File: src/rtl/core/brf_pkg.sv
// byte ring fifo package: constants, function codes and transaction structs
// shared by the bank lanes, the merge stage, the top level and the checker
// no dependencies

package brf_pkg;

  localparam int DEPTH_DEF = 4096;
  localparam int LANES_DEF = 8;
  localparam int BANKS     = 8;
  localparam int BANK_W    = $clog2(BANKS);
  localparam int BYTE_W    = 8;
  localparam int CNT_W     = 4;
  localparam int FILL_W    = 13;
  localparam int DATA_W    = BANKS * BYTE_W;
  localparam int CAP_W     = 4;

  localparam logic [CAP_W-1:0] CAP_LOG2_RST = 4'd12;

  typedef enum logic [1:0] {
    FUNC_WRITE = 2'd0,
    FUNC_READ  = 2'd1,
    FUNC_PEEK  = 2'd2,
    FUNC_NOP   = 2'd3
  } func_e;

  typedef struct packed {
    func_e              func;
    logic [CNT_W-1:0]   request_count;
    logic [DATA_W-1:0]  write_bytes;
  } req_t;

  typedef struct packed {
    logic [CNT_W-1:0]   granted_count;
    logic [DATA_W-1:0]  read_bytes;
    logic               complete;
    logic [FILL_W-1:0]  fill_level;
  } rsp_t;

  typedef struct packed {
    logic              go;
    logic              wr;
    logic [CNT_W-1:0]  grant;
    logic [BANK_W-1:0] base_lo;
    logic [BANK_W-1:0] mask_lo;
  } bank_ctl_t;

endpackage

File: src/rtl/core/brf_merge.sv
// merge stage: rotates the bank read bytes back into lane order,
// zeroes lanes beyond the grant, and all lanes of a write, and forms the result transaction
// depends on brf_pkg

module brf_merge (
  input  logic [brf_pkg::BYTE_W-1:0] bank_rdata_i [brf_pkg::BANKS],
  input  logic                       rd_i,
  input  logic [brf_pkg::CNT_W-1:0]  grant_i,
  input  logic [brf_pkg::BANK_W-1:0] base_lo_i,
  input  logic [brf_pkg::BANK_W-1:0] mask_lo_i,
  input  logic                       complete_i,
  input  logic [brf_pkg::FILL_W-1:0] fill_i,
  output brf_pkg::rsp_t              rsp_o
);

  logic [brf_pkg::DATA_W-1:0] bytes;

  always_comb begin
    logic [brf_pkg::BANK_W-1:0] sel;
    bytes = '0;
    for (int j = 0; j < brf_pkg::BANKS; j++) begin
      sel = (base_lo_i + brf_pkg::BANK_W'(j)) & mask_lo_i;
      if (rd_i && (brf_pkg::CNT_W'(j) < grant_i)) begin
        bytes[brf_pkg::BYTE_W*j +: brf_pkg::BYTE_W] = bank_rdata_i[sel];
      end
    end
  end

  always_comb begin
    rsp_o.granted_count = grant_i;
    rsp_o.read_bytes    = bytes;
    rsp_o.complete      = complete_i;
    rsp_o.fill_level    = fill_i;
  end

endmodule

File: config.mk
export PLATFORM = sky130hd
export DESIGN_NAME = brf_merge
export DESIGN_NICKNAME = d
export VERILOG_FILES = /design/src/rtl/core/brf_pkg.sv /design/src/rtl/core/brf_merge.sv
export SDC_FILE = /design/constraint.sdc
export NUM_CORES = 1
export LEC_CHECK = 0
export ABC_CLOCK_PERIOD_IN_PS = 1800
export BUFFER_PORTS_ARGS = -buffer_cell sky130_fd_sc_hd__buf_4
export CAP_MARGIN = 20
export CELL_PAD_IN_SITES_DETAIL_PLACEMENT = 1
export CELL_PAD_IN_SITES_GLOBAL_PLACEMENT = 2
export CORE_UTILIZATION = 26
export DETAILED_ROUTE_END_ITERATION = 12
export PLACE_DENSITY = 0.86
export SYNTH_ARGS = -nofsm -noshare
export SYNTH_HDL_FRONTEND = slang
export SYNTH_SLANG_ARGS = --single-unit
export TNS_END_PERCENT = 30
File: constraint.sdc
create_clock -name vclk -period 1.8
set_clock_uncertainty 0.1 [all_clocks]
set_input_delay 0 -clock vclk [all_inputs]
set_output_delay 0 -clock vclk [all_outputs]
set_load 0.01 [all_outputs]
==> run summary, run 1 <==
area taken by flip-flops and latches: 0 µm²
Port Buffers: 143
Antenna diodes: 0
Cell Count, Final, Fillers Out: 495
mux contribution to synthesized area: 54.73%
Final setup viols: 0
final antenna-violating net count: 0
Worst path most repeated cell: buf_4
Synth Cell Area: 2634 µm²
adder-cell share of the synthesized area: 0.9501%
CP startpoint: base_lo_i[2]
Die ar.: 10540 µm²
Worst setup EP type: output pin
Power Density: 327.4 nW/µm²
total track usage: 22.99%
Routed WL: 12.31 mm
TritonRoute pass-1 iters: 4
Via-to-Cell Ratio: 6.026
dpl hpwl: 9.407 mm
Compound-Gate Fraction of Synth Area: 26.60%
initial antenna violation count: 0
Final Max Slew Viols: 0
largest net degree at the start of global routing: 33
Syn Inst Count: 208
total gr overflow: 0
commonest non-fill, non-tap cell in the layout: buf_4
core area: 9774 µm²
Max-Cap Viols: 0
Worst Setup Path Type: in2out
startpoint class of the critical path: primary input
Worst Path Required: 1.70 ns
row count: 36
Initial Util: 26.95%
share of post-route cells with drive strength above 1: 71.82%
first-pass GRT wire length: 18.04 mm
Fmax achieved: 577.9 MHz
Hold Path Origin: grant_i[0]
clock buffers: 0
setup total negative slack: 0 ns
highest cell delay on the worst timing path: 0.75 ns
YS warnings: 0
die width: 102.6 µm
fin crit period: 1.730 ns
leakage: 1.761 nW
Net count, final: 455
Max FO, Critical Path: 8
status: finished clean
worst rel slew slack: 44.73%
critical-path cell list: buf_4, buf_4, xnor2_1, a211oi_2, a22o_1, buf_4
VDD IR max: 0.1099 mV
largest cells by area after synthesis: mux4_2 55%, a22o_1 21%, buf_4 5.7%
simple-gate share of the synthesized area: 4.846%
Final period util: 96.14%
# fillers: 1100
unrepaired setup endpoints after global routing: no
Crit path buffers/inverters: 3
largest family of logic cells by synthesized area: multiplexers
placed cells: 478
final hold vios: 0
Post-Synth XOR/XNOR Area: 1.663%
Placer Congestion: 0.8473
Layout area overhead: 56.96%
post-synthesis sequential area ratio: 0%
top cell type's share of synthesized area: 54.73%
worst min-delay path category: in2out
worst path arrival time: 1.63 ns
delay-heaviest family, CP: compound AO/OA/AOI/OAI gates
Post-Syn Nets: 299
starting DRC count in detailed routing: 122
Synth Area per Inst: 12.66 µm²
mean routed wirelength per cell: 24.87 µm
most frequent cells in the layout: 168 x buf_4, 64 x mux4_2, 64 x a22o_1
Slew @ Worst Pin: 0.8276 ns
Die Y-Extent: 102.6 µm
CP max-delay cell: a211oi_2
# DRC: 0
vias in the first global route: 3106
unique cell type count in the Yosys netlist: 28
area leader, netlist: mux4_2
via count: 2983
seq_cells: 0
Ports: 171
hold_ws: 0.1295 ns
==> cell usage after synthesis, types with 2 or more instances <==
library cell  count
a22o_1           64
mux4_2           64
buf_4            20
buf_2             8
buf_6             7
inv_1             6
a211oi_2          5
nand2_1           4
nor3_1            4
xor2_1            3
ha_1              2
nor2b_1           2
nor3b_2           2
nor4_2            2
xnor2_1           2
==> cell families (layout without fill, tap and decap cells) <==
logic type / Yosys count / after routing
buffers and inverters: 42 / 196
AND/OR/NAND/NOR: 19 / 19
multiplexers: 64 / 64
XOR/XNOR: 5 / 5
AO/OA/AOI/OAI: 76 / 76
adder cells (fa/ha/maj): 2 / 2
==> report_power, final <==
part	internal, W	switching, W	leakage [nW]
registers	0	0	0
logic	0.000733	0.000620	1.76
clock network	0	0	0
total	0.000733	0.000620	1.76
==> final timing paths <==
check / end / slack (ns) / cells after the start
max: rsp_o[64] / 0.07 / 6
min: rsp_o[78] / 0.13 / 2
==> metrics by stage <==
stage	utilization (%)	setup WS [ns]	cell area (µm²)	total power [W]
after floorplan	-	0.1416	2634	0.0007295
after global placement	39.61	-0.1461	3871	0.001245
after detailed placement	39.61	-0.2008	3871	0.001272
after CTS	41.68	0.003687	4074	0.001333
after global routing	42.29	0.002872	4134	0.001435
final	42.29	0.06952	4134	0.001354
==> cell type report <==
class	instances	area (µm²)	share of cell area [%]
timing repair buffer	190	1535	37.14
multi-input combinational	166	2405	58.17
inverter	6	27.53	0.6659
tap	133	166.4	4.025
==> per-layer routing <==
layer,global-route usage [%],wire length (µm)
met5,0,0
met4,5.714,314
met3,3.254,1028
met2,41.08,6145
met1,29.09,4824
==> what timing repair did <==
action / 4_1_cts / 5_1_grt
hold buffers: 14 / 0
buffers inserted: 1 / 2
pin swaps: 0 / 6
resized for setup: 8 / 12
setup endpoints to repair: 27 / 24
hold endpoints to repair: 14 / 0
No activity file was read; power rests on OpenSTA's default activity.
==> inputs of run 2 (changes only) <==
--- a/config.mk
+++ b/config.mk
@@ -5,14 +5,15 @@
 export SDC_FILE = /design/constraint.sdc
 export NUM_CORES = 1
 export LEC_CHECK = 0
-export ABC_CLOCK_PERIOD_IN_PS = 1800
+export ABC_CLOCK_PERIOD_IN_PS = 1500
 export BUFFER_PORTS_ARGS = -buffer_cell sky130_fd_sc_hd__buf_4
 export CAP_MARGIN = 20
 export CELL_PAD_IN_SITES_DETAIL_PLACEMENT = 1
 export CELL_PAD_IN_SITES_GLOBAL_PLACEMENT = 2
-export CORE_UTILIZATION = 26
+export CORE_MARGIN = 4
+export CORE_UTILIZATION = 24
 export DETAILED_ROUTE_END_ITERATION = 12
-export PLACE_DENSITY = 0.86
+export PLACE_DENSITY = 0.84
 export SYNTH_ARGS = -nofsm -noshare
 export SYNTH_HDL_FRONTEND = slang
 export SYNTH_SLANG_ARGS = --single-unit
==> constraint.sdc (replaced) <==
create_clock -name vclk -period 1.5
set_clock_uncertainty 0.1 [all_clocks]
set_input_delay 0 -clock vclk [all_inputs]
set_output_delay 0 -clock vclk [all_outputs]
set_load 0.01 [all_outputs]
==> run summary, run 2 (same netlist as run 1, synthesis figures left out) <==
Worst Setup Path Type: in2out
total gr overflow: 0 (unchanged)
Routed WL: 13.40 mm (+8.9%)
Die ar.: 12710 µm² (+21%)
dpl hpwl: 10.35 mm (+10%)
startpoint class of the critical path: primary input
Placer Congestion: 0.8685 (+2.5%)
CP max-delay cell: mux4_2
Final setup viols: 58 (+58)
# DRC: 0 (unchanged)
Worst setup EP type: output pin
Max FO, Critical Path: 5 (-3)
first-pass GRT wire length: 19.64 mm (+8.9%)
core area: 10510 µm² (+7.5%)
Via-to-Cell Ratio: 5.898 (-2.1%)
Placement Setup Slack: -0.3494 ns (-0.1486 ns)
highest cell delay on the worst timing path: 0.55 ns (-0.20 ns)
worst min-delay path category: in2out
fin crit period: 1.753 ns
starting DRC count in detailed routing: 130 (+6.6%)
final antenna-violating net count: 0 (unchanged)
critical-path cell list: buf_6, inv_4, ha_4, nor2b_4, buf_8, mux4_2, a22o_1, buf_6
Die Y-Extent: 112.8 µm (+9.8%)
Layout area overhead: 72.45%
Final period util: 116.9%
die width: 112.8 µm (+9.8%)
Fmax achieved: 570.5 MHz
row count: 37 (+2.8%)
TritonRoute pass-1 iters: 4 (unchanged)
leakage: 1.947 nW (+11%)
Crit path buffers/inverters: 4 (+1)
Hold Path Origin: grant_i[3]
share of post-route cells with drive strength above 1: 75.84% (+4.0 points)
Port Buffers: 143 (unchanged)
Ports: 171 (unchanged)
Power Density: 389.4 nW/µm² (+19%)
VDD IR max: 0.1523 mV (+39%)
most frequent cells in the layout: 163 x buf_4, 64 x mux4_2, 64 x a22o_1
Worst Path Required: 1.40 ns (-0.30 ns)
total chip power: 0.001769 W (+31%)
final setup margin: -0.2528 ns (-0.3223 ns)
Crit path depth: 8 (+2)
worst path arrival time: 1.65 ns (+0.02 ns)
Slew @ Worst Pin: 0.8587 ns (+0.03112 ns)
delay-heaviest family, CP: multiplexers
CP startpoint: base_lo_i[0]
CP Capture Point: rsp_o[39]
via count: 3073 (+3.0%)
vias in the first global route: 3351 (+7.9%)
failing checks: setup timing
seq_cells: 0 (unchanged)
total track usage: 19.36% (-3.6 points)
commonest non-fill, non-tap cell in the layout: buf_4
design area: 4542 µm² (+9.9%)
area taken by flip-flops and latches: 0 µm² (unchanged)
clock buffers: 0 (unchanged)
Net count, final: 478 (+5.1%)
largest net degree at the start of global routing: 21 (-36%)
Final Max Slew Viols: 0 (unchanged)
mean routed wirelength per cell: 25.72 µm (+3.4%)
status: finished, violations left
Post-DP Area: 4053 µm² (+4.7%)
initial antenna violation count: 0 (unchanged)
Worst path most repeated cell: buf_6
worst rel slew slack: 42.65% (-2.1 points)
unrepaired setup endpoints after global routing: yes
Initial Util: 25.06% (-1.9 points)
Antenna diodes: 0 (unchanged)
Cell Count, Final, Fillers Out: 521 (+5.3%)
final hold vios: 0 (unchanged)
Max-Cap Viols: 0 (unchanged)
placed cells: 498 (+4.2%)
run 2: cell count changes in the layout (fill, tap and decap cells not counted), moves of 2 or more:
cell and change:
nor4_4 -2, buf_6 +23, nor3_1 -3, buf_4 -5, clkbuf_16 +3, nor4_2 +2, nor3_2 +3
run 2: what timing repair did:
item,4_1_cts,5_1_grt
hold buffers,14,0
cloned,1,3
endpoints found under the setup margin,64,64
buffers inserted,0,5
pin swaps,27,13
gates resized for setup,33,21
endpoints found under the hold margin,14,0
run 2: stage by stage:
stage | hold WS [ns] | util, % | setup TNS, ns
3_5_place_dp | -0.09993 | 38.56 | -11.71
3_3_place_gp | -0.09993 | 38.56 | -11.25
2_1_floorplan | -0.008235 | - | -0.3810
4_1_cts | 0.1020 | 41.21 | -7.340
6_report | 0.1024 | 43.22 | -5.660
5_1_grt | 0.1162 | 43.22 | -8.941
run 2: cell type report:
cell class / instances / area [µm²]
inverters: 6 / 37.54
repair buffers: 213 / 1874
multi-input cells: 166 / 2460
well taps: 136 / 170.2
fillers: 1122 / 5967
run 2: power by group:
group          switching (W)  internal, W
combinational       0.000787     0.000982
sequential                 0            0
clock                      0            0
total               0.000787     0.000982
run 2: worst min path at each step:
stage | slack [ns] | cells past startpoint | end
detailed placement | -0.1 | 0 | rsp_o[0]
global route | 0.12 | 2 | rsp_o[81]
global placement | -0.1 | 0 | rsp_o[0]
CTS | 0.10 | 2 | rsp_o[81]
floorplan | -0.008 | 1 | rsp_o[0]
finish | 0.10 | 2 | rsp_o[81]
run 2: layer usage:
metal	part of all wire (%)	GRT usage, %	vias up	routed length (µm)
met5	0	0	-	0
met3	10	3.904	25	1368
li1	-	-	1300	-
met4	2.0	3.446	0	274
met2	51	33.81	204	6830
met1	37	25.08	1544	4929
==> inputs of run 3 (changes only) <==
--- a/config.mk
+++ b/config.mk
@@ -5,15 +5,16 @@
 export SDC_FILE = /design/constraint.sdc
 export NUM_CORES = 1
 export LEC_CHECK = 0
+export ABC_AREA = 1
 export ABC_CLOCK_PERIOD_IN_PS = 1500
 export BUFFER_PORTS_ARGS = -buffer_cell sky130_fd_sc_hd__buf_4
 export CAP_MARGIN = 20
 export CELL_PAD_IN_SITES_DETAIL_PLACEMENT = 1
 export CELL_PAD_IN_SITES_GLOBAL_PLACEMENT = 2
 export CORE_MARGIN = 4
-export CORE_UTILIZATION = 24
+export CORE_UTILIZATION = 18
 export DETAILED_ROUTE_END_ITERATION = 12
-export PLACE_DENSITY = 0.84
+export PLACE_DENSITY = 0.83
 export SYNTH_ARGS = -nofsm -noshare
 export SYNTH_HDL_FRONTEND = slang
 export SYNTH_SLANG_ARGS = --single-unit
==> run summary, run 3 <==
status: finished clean
Slew @ Worst Pin: 0.5430 ns (-0.3157 ns)
Post-Syn Nets: 808 (+170%)
Synth Area per Inst: 4.387 µm² (-65%)
CP max-delay cell: o21ai_1
worst path arrival time: 1.30 ns (-0.35 ns)
Cell Count, Final, Fillers Out: 1084 (+110%)
Max FO, Critical Path: 8 (+3)
Worst path most repeated cell: buf_4
Final period util: 93.02% (-24 points)
Final setup viols: 0 (-100%)
share of post-route cells with drive strength above 1: 25.03% (-51 points)
dpl hpwl: 15.04 mm (+45%)
Ports: 171 (unchanged)
Via-to-Cell Ratio: 4.447 (-25%)
starting DRC count in detailed routing: 276 (+110%)
row count: 48 (+30%)
Power Density: 391.1 nW/µm² (+0.43%)
mux contribution to synthesized area: 0% (-55 points)
final antenna-violating net count: 0 (unchanged)
post-synthesis sequential area ratio: 0% (unchanged)
Final Max Slew Viols: 0 (unchanged)
clock buffers: 0 (unchanged)
Crit path buffers/inverters: 4 (unchanged)
first-pass GRT wire length: 26.71 mm (+36%)
adder-cell share of the synthesized area: 0.7955% (-0.15 points)
final hold vios: 0 (unchanged)
via count: 4821 (+57%)
Post-DP Area: 4593 µm² (+13%)
design area: 4807 µm² (+5.8%)
seq_cells: 0 (unchanged)
leading cell type by number of instances after synthesis: nand3_1
largest family of logic cells by synthesized area: simple AND/OR/NAND/NOR gates
Worst setup EP type: output pin
vias in the first global route: 4823 (+44%)
worst min-delay path category: in2out
Compound-Gate Fraction of Synth Area: 1.472% (-25 points)
Worst Setup Path Type: in2out
Net count, final: 952 (+99%)
Initial Util: 18.25% (-6.8 points)
largest cells by area after synthesis: nand3_1 35%, nand2_1 26%, nor2_1 15%
core area: 17240 µm² (+64%)
Layout area overhead: 52.82%
Fmax achieved: 716.7 MHz (+26%)
top cell type's share of synthesized area: 35.00% (-20 points)
VDD IR max: 0.1001 mV (-34%)
Post-Synth XOR/XNOR Area: 0% (-1.7 points)
area leader, netlist: nand3_1
Placer Congestion: 0.8814 (+1.5%)
Worst Path Required: 1.40 ns (about the same)
mean routed wirelength per cell: 15.98 µm (-38%)
unrepaired setup endpoints after global routing: yes
startpoint class of the critical path: primary input
Hold Path Origin: grant_i[0]
# DRC: 0 (unchanged)
Routed WL: 17.32 mm (+29%)
commonest non-fill, non-tap cell in the layout: nand3_1
critical-path cell list: buf_4, o21ai_1, buf_4, o21ai_1, buf_4, nand2_1, nor2_1, buf_4
placed cells: 1069 (+110%)
worst rel slew slack: 63.56% (+21 points)
Syn Inst Count: 717 (+240%)
hold_ws: 0.09798 ns (-0.004451 ns)
Antenna diodes: 0 (unchanged)
Max-Cap Viols: 0 (unchanged)
total gr overflow: 0 (unchanged)
area taken by flip-flops and latches: 0 µm² (unchanged)
largest net degree at the start of global routing: 33 (+57%)
leakage: 2.777 nW (+43%)
delay-heaviest family, CP: buffers and inverters
Die Y-Extent: 140.2 µm (+24%)
highest cell delay on the worst timing path: 0.45 ns (-0.10 ns)
top cells by instance count after synthesis: 220 x nand3_1, 217 x nand2_1, 129 x nor2_1, 78 x inv_1, 24 x buf_4
Port Buffers: 143 (unchanged)
Die ar.: 19650 µm² (+55%)
most frequent cells in the layout: 219 x nand3_1, 216 x nand2_1, 162 x buf_4
WHS Endpoint: rsp_o[78]
die width: 140.2 µm (+24%)
fin crit period: 1.395 ns (-0.3574 ns)
YS warnings: 0 (unchanged)
simple-gate share of the synthesized area: 78.20% (+73 points)
unique cell type count in the Yosys netlist: 17 (-39%)
initial antenna violation count: 0 (unchanged)
WHS Path Cells: 2 (unchanged)
Synth Cell Area: 3146 µm² (+19%)
total track usage: 16.50% (-2.9 points)
TritonRoute pass-1 iters: 5 (+1)
-- run 3: cell count changes after synthesis, moves of 12 or more --
cell	delta
buf_2	+12
mux4_2	-64
nand2_1	+213
nor2_1	+128
inv_1	+72
a22o_1	-64
nand3_1	+220
-- run 3: cells by family after synthesis --
family	count (synthesis)
AND/OR/NAND/NOR	574
adder cells (fa/ha/maj)	2
buffers and inverters	133
AO/OA/AOI/OAI	8
-- run 3: repair_timing --
| item | CTS | global route |
|---|---|---|
| resized for setup | 2 | 14 |
| setup endpoints to repair | 14 | 34 |
| cloned | 0 | 0 |
| pin swaps | 0 | 4 |
| hold buffers | 14 | 0 |
| setup buffers | 0 | 1 |
| endpoints found under the hold margin | 14 | 0 |
-- run 3: how the worst max path moves through the flow --
stage | from | to | slack [ns] | depth (start not counted)
final | grant_i[3] | rsp_o[25] | 0.10 | 8
after detailed placement | grant_i[3] | rsp_o[58] | -0.06 | 6
after CTS | base_lo_i[1] | rsp_o[70] | 0.03 | 11
after global placement | grant_i[3] | rsp_o[58] | -0.04 | 6
after global routing | grant_i[3] | rsp_o[53] | -0.02 | 7
after floorplan | base_lo_i[0] | rsp_o[70] | 0.05 | 12
-- run 3: per-layer routing --
metal	routed length, µm	up-vias	GRT usage (%)	share of wire, %
met5	0	-	0	0
met4	114	0	1.173	0.66
met3	843	6	1.127	4.9
met2	7859	111	26.76	45
met1	8505	2166	24.92	49
li1	-	2538	-	-
-- run 3: final cells by class --
cell class / instances / area (µm²)
multi-input cells: 584 / 2605
fillers: 2379 / 12430
inverters: 85 / 324.1
repair buffers: 190 / 1597
well taps: 225 / 281.5
-- run 3: power breakdown --
group          internal (W)  total [W]  switching, W
sequential                0          0             0
combinational      0.000791    0.00188       0.00109
clock                     0          0             0
-- run 3: per-stage QoR --
step / TNS [ns] / total power, W / setup WS, ns / utilization [%]
finish: 0 / 0.001880 / 0.1047 / 27.89
global route: -0.01610 / 0.002094 / -0.01610 / 27.89
CTS: 0 / 0.001867 / 0.02859 / 27.52
detailed placement: -0.3730 / 0.001816 / -0.06183 / 26.65
global placement: -0.1126 / 0.001801 / -0.04136 / 26.65
floorplan: 0 / 0.001040 / 0.04904 / -
